File: config.mk
export PLATFORM = sky130hd
export DESIGN_NAME = calibrated_line_detector_top
export DESIGN_NICKNAME = d
export VERILOG_FILES = /design/src/cld_pkg.sv /design/src/cld_core.sv /design/src/calibrated_line_detector_top.sv
export VERILOG_INCLUDE_DIRS = /design/src /design/src/src
export SDC_FILE = /design/constraint.sdc
export NUM_CORES = 1
export LEC_CHECK = 0
export ABC_AREA = 1
export CORE_MARGIN = 5
export CORE_UTILIZATION = 31
export DETAILED_ROUTE_END_ITERATION = 10
export DONT_BUFFER_PORTS = 1
export MAX_ROUTING_LAYER = met4
export PLACE_DENSITY = 0.55
export SLEW_MARGIN = 10
export SYNTH_ARGS = -nofsm -noshare
export SYNTH_HDL_FRONTEND = slang
export SYNTH_SLANG_ARGS = --single-unit
export TNS_END_PERCENT = 30
File: constraint.sdc
create_clock -name aclk -period 7.9 [get_ports aclk]
set_input_delay 0.79 -clock aclk [delete_from_list [all_inputs] [get_ports aclk]]
set_output_delay 0.79 -clock aclk [all_outputs]
set_load 0.02 [all_outputs]
File: src/assert_macros.svh
// Assertion macros shared by the line detector RTL.
`ifndef ASSERT_MACROS_SVH
`define ASSERT_MACROS_SVH

`ifndef SYNTHESIS

// Check a property on every clock edge outside reset.
`define CLD_ASSERT(label, clk, rst_n, prop, msg) \
    label: assert property (@(posedge clk) disable iff (!rst_n) (prop)) else $error(msg);

// Check that a condition implies a consequence on the same edge.
`define CLD_ASSERT_IMP(label, clk, rst_n, ante, cons, msg) \
    label: assert property (@(posedge clk) disable iff (!rst_n) (ante) |-> (cons)) \
        else $error(msg);

`else

`define CLD_ASSERT(label, clk, rst_n, prop, msg)
`define CLD_ASSERT_IMP(label, clk, rst_n, ante, cons, msg)

`endif

`endif

File: src/cld_pkg.sv
// Types and constants of the calibrated line detector.
package cld_pkg;

    localparam int CHANNELS    = 4;
    localparam int SAMPLE_BITS = 10;

    localparam int GAP_W     = 9;
    localparam int WINDOW_W  = 16;
    localparam int ELAPSED_W = 16;
    localparam int THRESH_W  = 16;
    localparam int CHAN_W    = 2;
    localparam int VALUE_W   = 10;
    localparam int STATUS_W  = 8;
    localparam int CFG_IDX_W = 1;
    localparam int CFG_DATA_W = 16;

    localparam int FLAG_SLOTS = 4;
    localparam int SWITCH_BIT = 4;

    typedef logic [SAMPLE_BITS-1:0] sample_t;

    localparam sample_t FULL_SCALE = {SAMPLE_BITS{1'b1}};

    localparam logic [GAP_W-1:0]     GAP_RESET    = GAP_W'(10);
    localparam logic [WINDOW_W-1:0]  WINDOW_RESET = WINDOW_W'(5000);
    localparam logic [ELAPSED_W-1:0] ELAPSED_MAX  = {ELAPSED_W{1'b1}};
    localparam logic [STATUS_W-1:0]  STATUS_FIXED = 8'h60;

    // Configuration register indexes
    localparam logic [CFG_IDX_W-1:0] REG_HYSTERESIS_GAP = 1'b0;
    localparam logic [CFG_IDX_W-1:0] REG_CAL_WINDOW_MS  = 1'b1;

    // Item kinds carried on tuser
    localparam logic FUNC_TICK   = 1'b0;
    localparam logic FUNC_SAMPLE = 1'b1;

    typedef struct packed {
        logic               func;
        logic [CHAN_W-1:0]  channel;
        logic [VALUE_W-1:0] sample_value;
        logic               calibrate_pressed;
        logic               switch_pressed;
    } item_t;

    typedef struct packed {
        logic [STATUS_W-1:0] status_byte;
        logic                calibrating;
    } result_t;

endpackage

File: src/cld_core.sv
// Calibration and Schmitt decision state, updated once per stepped item.
`include "assert_macros.svh"

module cld_core (
    input  logic                          aclk,
    input  logic                          aresetn,
    input  logic                          step,
    input  cld_pkg::item_t                item,
    input  logic [cld_pkg::GAP_W-1:0]     cfg_gap,
    input  logic [cld_pkg::WINDOW_W-1:0]  cfg_window,
    output cld_pkg::result_t              result
);

    cld_pkg::sample_t latest_reg  [cld_pkg::CHANNELS];
    cld_pkg::sample_t latest_next [cld_pkg::CHANNELS];
    cld_pkg::sample_t max_reg     [cld_pkg::CHANNELS];
    cld_pkg::sample_t max_next    [cld_pkg::CHANNELS];
    cld_pkg::sample_t min_reg     [cld_pkg::CHANNELS];
    cld_pkg::sample_t min_next    [cld_pkg::CHANNELS];

    logic [cld_pkg::CHANNELS-1:0]  flag_reg, flag_next;
    logic                          window_reg, window_next;
    logic [cld_pkg::ELAPSED_W-1:0] elapsed_reg, elapsed_next;
    logic [cld_pkg::STATUS_W-1:0]  held_reg, held_next;

    cld_pkg::sample_t                           sample_in;
    logic [cld_pkg::ELAPSED_W-1:0]              elapsed_tick;
    logic [cld_pkg::SAMPLE_BITS:0]              mid_sum  [cld_pkg::CHANNELS];
    cld_pkg::sample_t                           mid      [cld_pkg::CHANNELS];
    logic [cld_pkg::THRESH_W-1:0]               up       [cld_pkg::CHANNELS];
    logic [cld_pkg::THRESH_W-1:0]               down     [cld_pkg::CHANNELS];
    logic [cld_pkg::THRESH_W-1:0]               smp_wide [cld_pkg::CHANNELS];
    logic [cld_pkg::FLAG_SLOTS+cld_pkg::CHANNELS-1:0] flag_pad;

    assign sample_in = cld_pkg::SAMPLE_BITS'(item.sample_value) & cld_pkg::FULL_SCALE;

    // Latest sample per channel, then the tick count
    always_comb begin
        for (int c = 0; c < cld_pkg::CHANNELS; c++) begin
            latest_next[c] = latest_reg[c];
            if (item.func == cld_pkg::FUNC_SAMPLE && int'(item.channel) == c) begin
                latest_next[c] = sample_in;
            end
        end
        elapsed_tick = elapsed_reg;
        if (item.func == cld_pkg::FUNC_TICK && window_reg && elapsed_reg != cld_pkg::ELAPSED_MAX) begin
            elapsed_tick = elapsed_reg + 1'b1;
        end
    end

    // Thresholds around the calibrated midpoint, 16-bit wrap
    always_comb begin
        for (int c = 0; c < cld_pkg::CHANNELS; c++) begin
            mid_sum[c]  = {1'b0, max_reg[c]} + {1'b0, min_reg[c]};
            mid[c]      = mid_sum[c][cld_pkg::SAMPLE_BITS:1];
            up[c]       = cld_pkg::THRESH_W'(mid[c]) + cld_pkg::THRESH_W'(cfg_gap);
            down[c]     = cld_pkg::THRESH_W'(mid[c]) - cld_pkg::THRESH_W'(cfg_gap);
            smp_wide[c] = cld_pkg::THRESH_W'(latest_next[c]);
        end
    end

    // Decision step: open, close, track, or decide
    always_comb begin
        window_next  = window_reg;
        elapsed_next = elapsed_tick;
        flag_next    = flag_reg;
        held_next    = held_reg;
        flag_pad     = '0;
        for (int c = 0; c < cld_pkg::CHANNELS; c++) begin
            max_next[c] = max_reg[c];
            min_next[c] = min_reg[c];
        end
        if (!window_reg && item.calibrate_pressed) begin
            window_next  = 1'b1;
            elapsed_next = '0;
            for (int c = 0; c < cld_pkg::CHANNELS; c++) begin
                max_next[c] = '0;
                min_next[c] = cld_pkg::FULL_SCALE;
            end
        end else if (window_reg && elapsed_tick > cfg_window) begin
            window_next = 1'b0;
        end else if (window_reg) begin
            for (int c = 0; c < cld_pkg::CHANNELS; c++) begin
                if (latest_next[c] > max_reg[c]) begin
                    max_next[c] = latest_next[c];
                end
                if (latest_next[c] < min_reg[c]) begin
                    min_next[c] = latest_next[c];
                end
            end
        end else begin
            for (int c = 0; c < cld_pkg::CHANNELS; c++) begin
                if (smp_wide[c] > up[c]) begin
                    flag_next[c] = 1'b0;
                end else if (smp_wide[c] < down[c]) begin
                    flag_next[c] = 1'b1;
                end
            end
            flag_pad  = {{cld_pkg::FLAG_SLOTS{1'b0}}, flag_next};
            held_next = cld_pkg::STATUS_FIXED;
            held_next[cld_pkg::FLAG_SLOTS-1:0] = flag_pad[cld_pkg::FLAG_SLOTS-1:0];
            held_next[cld_pkg::SWITCH_BIT]     = item.switch_pressed;
        end
    end

    assign result.status_byte = held_next;
    assign result.calibrating = window_next;

    always_ff @(posedge aclk) begin
        if (!aresetn) begin
            for (int c = 0; c < cld_pkg::CHANNELS; c++) begin
                latest_reg[c] <= '0;
                max_reg[c]    <= cld_pkg::FULL_SCALE;
                min_reg[c]    <= '0;
            end
            flag_reg    <= '0;
            window_reg  <= 1'b0;
            elapsed_reg <= '0;
            held_reg    <= '0;
        end else if (step) begin
            for (int c = 0; c < cld_pkg::CHANNELS; c++) begin
                latest_reg[c] <= latest_next[c];
                max_reg[c]    <= max_next[c];
                min_reg[c]    <= min_next[c];
            end
            flag_reg    <= flag_next;
            window_reg  <= window_next;
            elapsed_reg <= elapsed_next;
            held_reg    <= held_next;
        end
    end

    `CLD_ASSERT_IMP(a_open_clears_elapsed, aclk, aresetn, $rose(window_reg), elapsed_reg == '0, "window opened with nonzero elapsed time")
    `CLD_ASSERT_IMP(a_close_past_window, aclk, aresetn, $fell(window_reg), elapsed_reg > $past(cfg_window), "window closed before its length ran out")
    `CLD_ASSERT_IMP(a_flags_frozen_in_window, aclk, aresetn, window_reg, $stable(flag_reg), "line flags changed during calibration")

endmodule

File: src/calibrated_line_detector_top.sv
// Top level of the calibrated line detector: stream handshake and config registers.
//
// Use: every input beat is either a millisecond tick (s_tuser = 0) or a
// reflectance sample for one channel (s_tuser = 1). Each accepted beat
// yields exactly one result beat on the m_ side carrying the status byte
// (line flags of channels 0-3, switch, two fixed ones) and the calibrating
// flag. Holding the calibrate button while calibration is closed opens a
// window that tracks per-channel min/max until the elapsed millisecond
// count exceeds calibration_window_ms; after that every beat, tick or
// sample, with calibrate released runs a Schmitt decision around the
// midpoint +/- hysteresis_gap. A beat passes the input register and then
// the result register before m_tvalid shows it; a low m_tready can stall
// it between them. Throughput: one beat per cycle while m_tready is high; the state
// update and decision sit in the single logic stage between the two registers.
// Stall: when m_tready is low the result register holds its beat, the
// input register keeps the next beat, and s_tready drops only once both
// are full. Reset (aresetn low, synchronous) empties both registers,
// restores gap 10 and window 5000, clears min/latest/flags/status and
// sets every maximum to full scale. Write cfg_* only while idle; cfg_ready
// is always high.
`include "assert_macros.svh"

module calibrated_line_detector_top (
    input  logic                            aclk,
    input  logic                            aresetn,
    // input stream
    input  logic                            s_tvalid,
    output logic                            s_tready,
    input  logic [15:0]                     s_tdata,  // channel[1:0], sample_value[11:2],
                                                      // calibrate_pressed[12],
                                                      // switch_pressed[13], zero[15:14]
    input  logic                            s_tuser,  // func[0]
    // result stream
    output logic                            m_tvalid,
    input  logic                            m_tready,
    output logic [15:0]                     m_tdata,  // status_byte[7:0], calibrating[8],
                                                      // zero[15:9]
    // configuration writes
    input  logic                            cfg_valid,
    output logic                            cfg_ready,
    input  logic [cld_pkg::CFG_IDX_W-1:0]   cfg_index,
    input  logic [cld_pkg::CFG_DATA_W-1:0]  cfg_data
);

    logic                          in_valid_reg, in_valid_next;
    cld_pkg::item_t                in_item_reg;
    logic                          out_valid_reg, out_valid_next;
    cld_pkg::result_t              out_result_reg;
    logic [cld_pkg::GAP_W-1:0]     gap_reg;
    logic [cld_pkg::WINDOW_W-1:0]  window_reg;

    cld_pkg::item_t                s_item;
    cld_pkg::result_t              core_result;
    logic                          s_accept;
    logic                          advance;

    // Unpack the input beat
    assign s_item.func              = s_tuser;
    assign s_item.channel           = s_tdata[1:0];
    assign s_item.sample_value      = s_tdata[11:2];
    assign s_item.calibrate_pressed = s_tdata[12];
    assign s_item.switch_pressed    = s_tdata[13];

    // Advance the held beat whenever the result register is free or being drained
    assign advance  = in_valid_reg && (!out_valid_reg || m_tready);
    assign s_tready = !in_valid_reg || advance;
    assign s_accept = s_tvalid && s_tready;

    always_comb begin
        in_valid_next = in_valid_reg;
        if (s_accept) begin
            in_valid_next = 1'b1;
        end else if (advance) begin
            in_valid_next = 1'b0;
        end
        out_valid_next = out_valid_reg;
        if (advance) begin
            out_valid_next = 1'b1;
        end else if (m_tready) begin
            out_valid_next = 1'b0;
        end
    end

    always_ff @(posedge aclk) begin
        if (!aresetn) begin
            in_valid_reg  <= 1'b0;
            out_valid_reg <= 1'b0;
        end else begin
            in_valid_reg  <= in_valid_next;
            out_valid_reg <= out_valid_next;
        end
    end

    // Payload registers load on their handshake only
    always_ff @(posedge aclk) begin
        if (s_accept) begin
            in_item_reg <= s_item;
        end
        if (advance) begin
            out_result_reg <= core_result;
        end
    end

    // Configuration registers
    assign cfg_ready = 1'b1;

    always_ff @(posedge aclk) begin
        if (!aresetn) begin
            gap_reg    <= cld_pkg::GAP_RESET;
            window_reg <= cld_pkg::WINDOW_RESET;
        end else if (cfg_valid && cfg_ready) begin
            case (cfg_index)
                cld_pkg::REG_HYSTERESIS_GAP: gap_reg    <= cfg_data[cld_pkg::GAP_W-1:0];
                cld_pkg::REG_CAL_WINDOW_MS:  window_reg <= cfg_data[cld_pkg::WINDOW_W-1:0];
                default: ;
            endcase
        end
    end

    cld_core u_core (
        .aclk       (aclk),
        .aresetn    (aresetn),
        .step       (advance),
        .item       (in_item_reg),
        .cfg_gap    (gap_reg),
        .cfg_window (window_reg),
        .result     (core_result)
    );

    assign m_tvalid = out_valid_reg;
    assign m_tdata  = {7'b0, out_result_reg.calibrating, out_result_reg.status_byte};

    `CLD_ASSERT_IMP(a_status_top_bit_zero, aclk, aresetn, m_tvalid, m_tdata[7] == 1'b0, "status bit 7 set")
    `CLD_ASSERT_IMP(a_status_fixed_bits, aclk, aresetn, m_tvalid, (m_tdata[7:0] == 8'h00) || (m_tdata[6:5] == 2'b11), "status fixed bits wrong")
    `CLD_ASSERT(a_held_beat_kept, aclk, aresetn, (in_valid_reg && !advance) |=> in_valid_reg, "held input beat dropped")

endmodule

==> summary.txt <==
Yosys
  • Most frequent cell after synthesis: inv_1
  • Mapped Cells: ~2,100
  • Top cells by count, synth: inv_1, nand2_1, ha_1
  • Sequential area share after synthesis: 0.318
  • Share of the synthesized area in the top cell type: 0.253
  • Most common flop cell mapped by yosys: edfxtp_1
  • Post-Syn Area per Cell: about 8 um2
  • EDFF count, synth: roughly 140
  • Largest cells by area after synthesis: edfxtp_1, ha_1, inv_1
  • Post-Syn Area: ~17,000 um2
  • Synth Register Bits: 200
  • Post-synthesis async set-or-reset flop share: 0
  • Synth cell types: roughly 50
  • Synth area leader: edfxtp_1
  • Synth warn: 0

Die
  • Row Count: between 80 and 90
  • Core area: between 50,000 and 60,000 um2
  • Initial core utilization: 0.312
  • Die W: 245 um
  • Die ar.: 60,000 um2
  • Die height: 245 um
  • I/O pin count: a little under 60

Timing
  • Worst-Margin Slew: about 1.1 ns
  • Final setup TNS: 0 ns
  • Max Clk Rate: 215 MHz
  • WHS: roughly 0.41 ns
  • Min Clock Period, post-route: roughly 4.7 ns
  • Fin crit share: 0.589
  • Slew HR: 0.235
  • RSZ-0062 raised after global routing: false
  • Max Transition Viols Final: 0
  • Clock skew: between 0.01 and 0.015 ns
  • Final Hold Vio Count: 0
  • Setup-failing EPs final: 0

Setup path
  • CP startpoint kind: flip-flop
  • Launching point of the worst reg2reg path: in_item_reg[14]
  • Critical path arrival: 4.74 ns
  • Reg2reg setup slack: between 3 and 4 ns
  • CP Max Fanout: 10
  • Crit path kind: flip-flop to flip-flop
  • R2R cell count: 16
  • Reg-to-reg endpoint: u_core.max_reg[0][3]
  • Crit end category: flip-flop
  • Required @ worst endpoint: ~8 ns

Layout
  • Area delta synth->final: 7.89%
  • Share of layout cells above drive strength 1: 0.0545
  • Storage cell area: roughly 5400 um2
  • Layout fillers: between 5,000 and 6,000
  • Area occupied by multi-input gates: 10,100 um2
  • Final #Nets: approximately 2,400

Routing
  • DRC viols: 0
  • Average routed wire per standard cell: approximately 17 um
  • Initial drt markers: 713
  • Avg Vias per Cell: 5.03
  • Drt first pass iters: 5
  • Wirelength, routed: 47.7 mm
  • Routed Antenna Nets: 0
  • Vias: between 10,000 and 15,000

Power and ir drop
  • Switching power of the nets: ~1.9 mW
  • Max rail drop VDD: about 0.18 mV
  • Sequential share of power: 0.292
  • Pwr/cell area: roughly 240 nW/um2
  • Clock Power Share: 0.214
  • Leakage dissipation: 8.87 nW
  • Sw Share: 0.434
  • Int Power: roughly 2.5 mW
  • Combinational Power Share: 0.494

CTS
  • CTS Buf Count: 17
  • CTS Hold Buffers Added: 0
  • Clock latency at the later pin of the worst-skew pair: around 0.47 ns
  • Longest Clk Path Bufs: 2
  • Root Buffer: clkbuf_16
  • Post-CTS Setup Bufs: 0
  • Worst-path clk slew: about 0.080 ns
  • H-Tree Depth: 4
  • CTS resizes: 0
  • Sink Count: 200
  • CTS tree: done

Place
  • GPL Wtd Cong: approximately 0.94
  • HPWL Detailed: 36.5 mm
  • Port Buffer Count: 0

Global route
  • Vias in the first global route: 13,900
  • First-pass GRT wire length: 74.8 mm
  • Initial antenna violation count: 7
  • Grt ovf: 0
  • Tot GR Track Use: 0.162
  • Largest net degree at the start of global routing: a little over 80

Worst hold path
  • Min-delay src: s_tdata[5]
  • Worst min-delay path class: primary input to flip-flop
  • Endpoint, Worst Hold: in_item_reg[5]
  • Hold path depth: 0

Run
  • Max Cap Violations: 0

Status
  • Outcome: completed
==> per-layer routing <==
metal  share of wire  up-vias  GRT usage
li1                -     7057          -
met1            0.46     6652      0.207
met2            0.46      313      0.265
met3           0.052       67     0.0273
met4           0.023        0     0.0462
met5               0        -          -
==> kinds of logic (layout without fill, tap and decap cells) <==
| group | after synthesis | count (layout) | share of synthesized area |
|---|---|---|---|
| AO/OA/AOI/OAI | 497 | 497 | 0.162 |
| XOR/XNOR | 107 | 107 | 0.0548 |
| AND/OR/NAND/NOR | 591 | 591 | 0.153 |
| buffers and inverters | 410 | 399 | 0.0942 |
| other | 2 | 15 | 0.000439 |
| adder cells (fa/ha/maj) | 289 | 289 | 0.217 |
| flip-flops | 200 | 200 | 0.318 |
==> cell usage in the layout, fill, tap and decap left out, types with 13 or more instances in the layout <==
master	netlist	final
o21ai_0	154	154
a21oi_1	236	236
inv_1	332	331
nor3_1	41	41
xor2_1	92	92
nand2_1	296	296
nor2_1	143	142
edfxtp_1	144	144
dfxtp_1	56	56
nand3_1	55	55
xnor2_1	15	15
inv_2	25	26
clkbuf_16	0	18
o211ai_1	13	13
nand4_1	21	21
ha_1	277	277
==> worst max-delay path by stage <==
stage,slack (ns),from,depth (start not counted),end
finish,3.24,in_item_reg[14],16,u_core.max_reg[0][3]
global route,2.84,in_item_reg[14],16,u_core.max_reg[0][1]
CTS,3.17,in_item_reg[14],16,u_core.max_reg[0][3]
detailed placement,3.21,in_item_reg[14],16,u_core.max_reg[0][0]
global placement,3.30,in_item_reg[14],16,u_core.max_reg[0][1]
floorplan,4.12,u_core.min_reg[0][2],23,m_tdata[0]
==> worst max-delay path, cell delays in order, from the launching register on <==
cell and delay, ns:
edfxtp_1 0.67, nor2_1 0.27, nand2_2 0.18, nor3_4 0.19
nand3_2 0.12, nor2_2 0.11, xor2_1 0.21, inv_1 0.07
ha_1 0.30, nand2_1 0.08, nor2_1 0.14, nand4_1 0.17
nor2_1 0.15, nand4_1 0.13, nand4_1 0.14, nand3_2 0.32
a21oi_1 1.01
==> power by group through the flow <==
stage	sequential, mW	clock (mW)	combinational, mW
2_1_floorplan	1.26	0	1.64
3_3_place_gp	1.29	0	2.08
3_5_place_dp	1.29	0	2.13
4_1_cts	1.27	0.948	2.15
5_1_grt	1.27	0.989	2.46
6_report	1.27	0.931	2.15
==> stage by stage <==
stage               power, mW  utilization  area [um2]  std cells  setup slack (ns)
global route             4.73        0.336       18500       2802              2.84
floorplan                2.90            -       17100       2102              4.12
finish                   4.34        0.336       18500       2802              3.24
detailed placement       3.42        0.325       17800       2763              3.21
CTS                      4.36        0.336       18400       2795              3.17
global placement         3.37        0.325       17800       2763              3.30
==> final cells by class <==
type / instances / area share
clock inverter: 14 / 0.00915
timing repair buffer: 9 / 0.00366
sequential: 200 / 0.295
clock buffer: 18 / 0.0244
tap: 704 / 0.0477
multi-input combinational: 1492 / 0.546
inverter: 358 / 0.0729
antenna: 7 / 0.000949
Power figures use the tool's default switching activity.
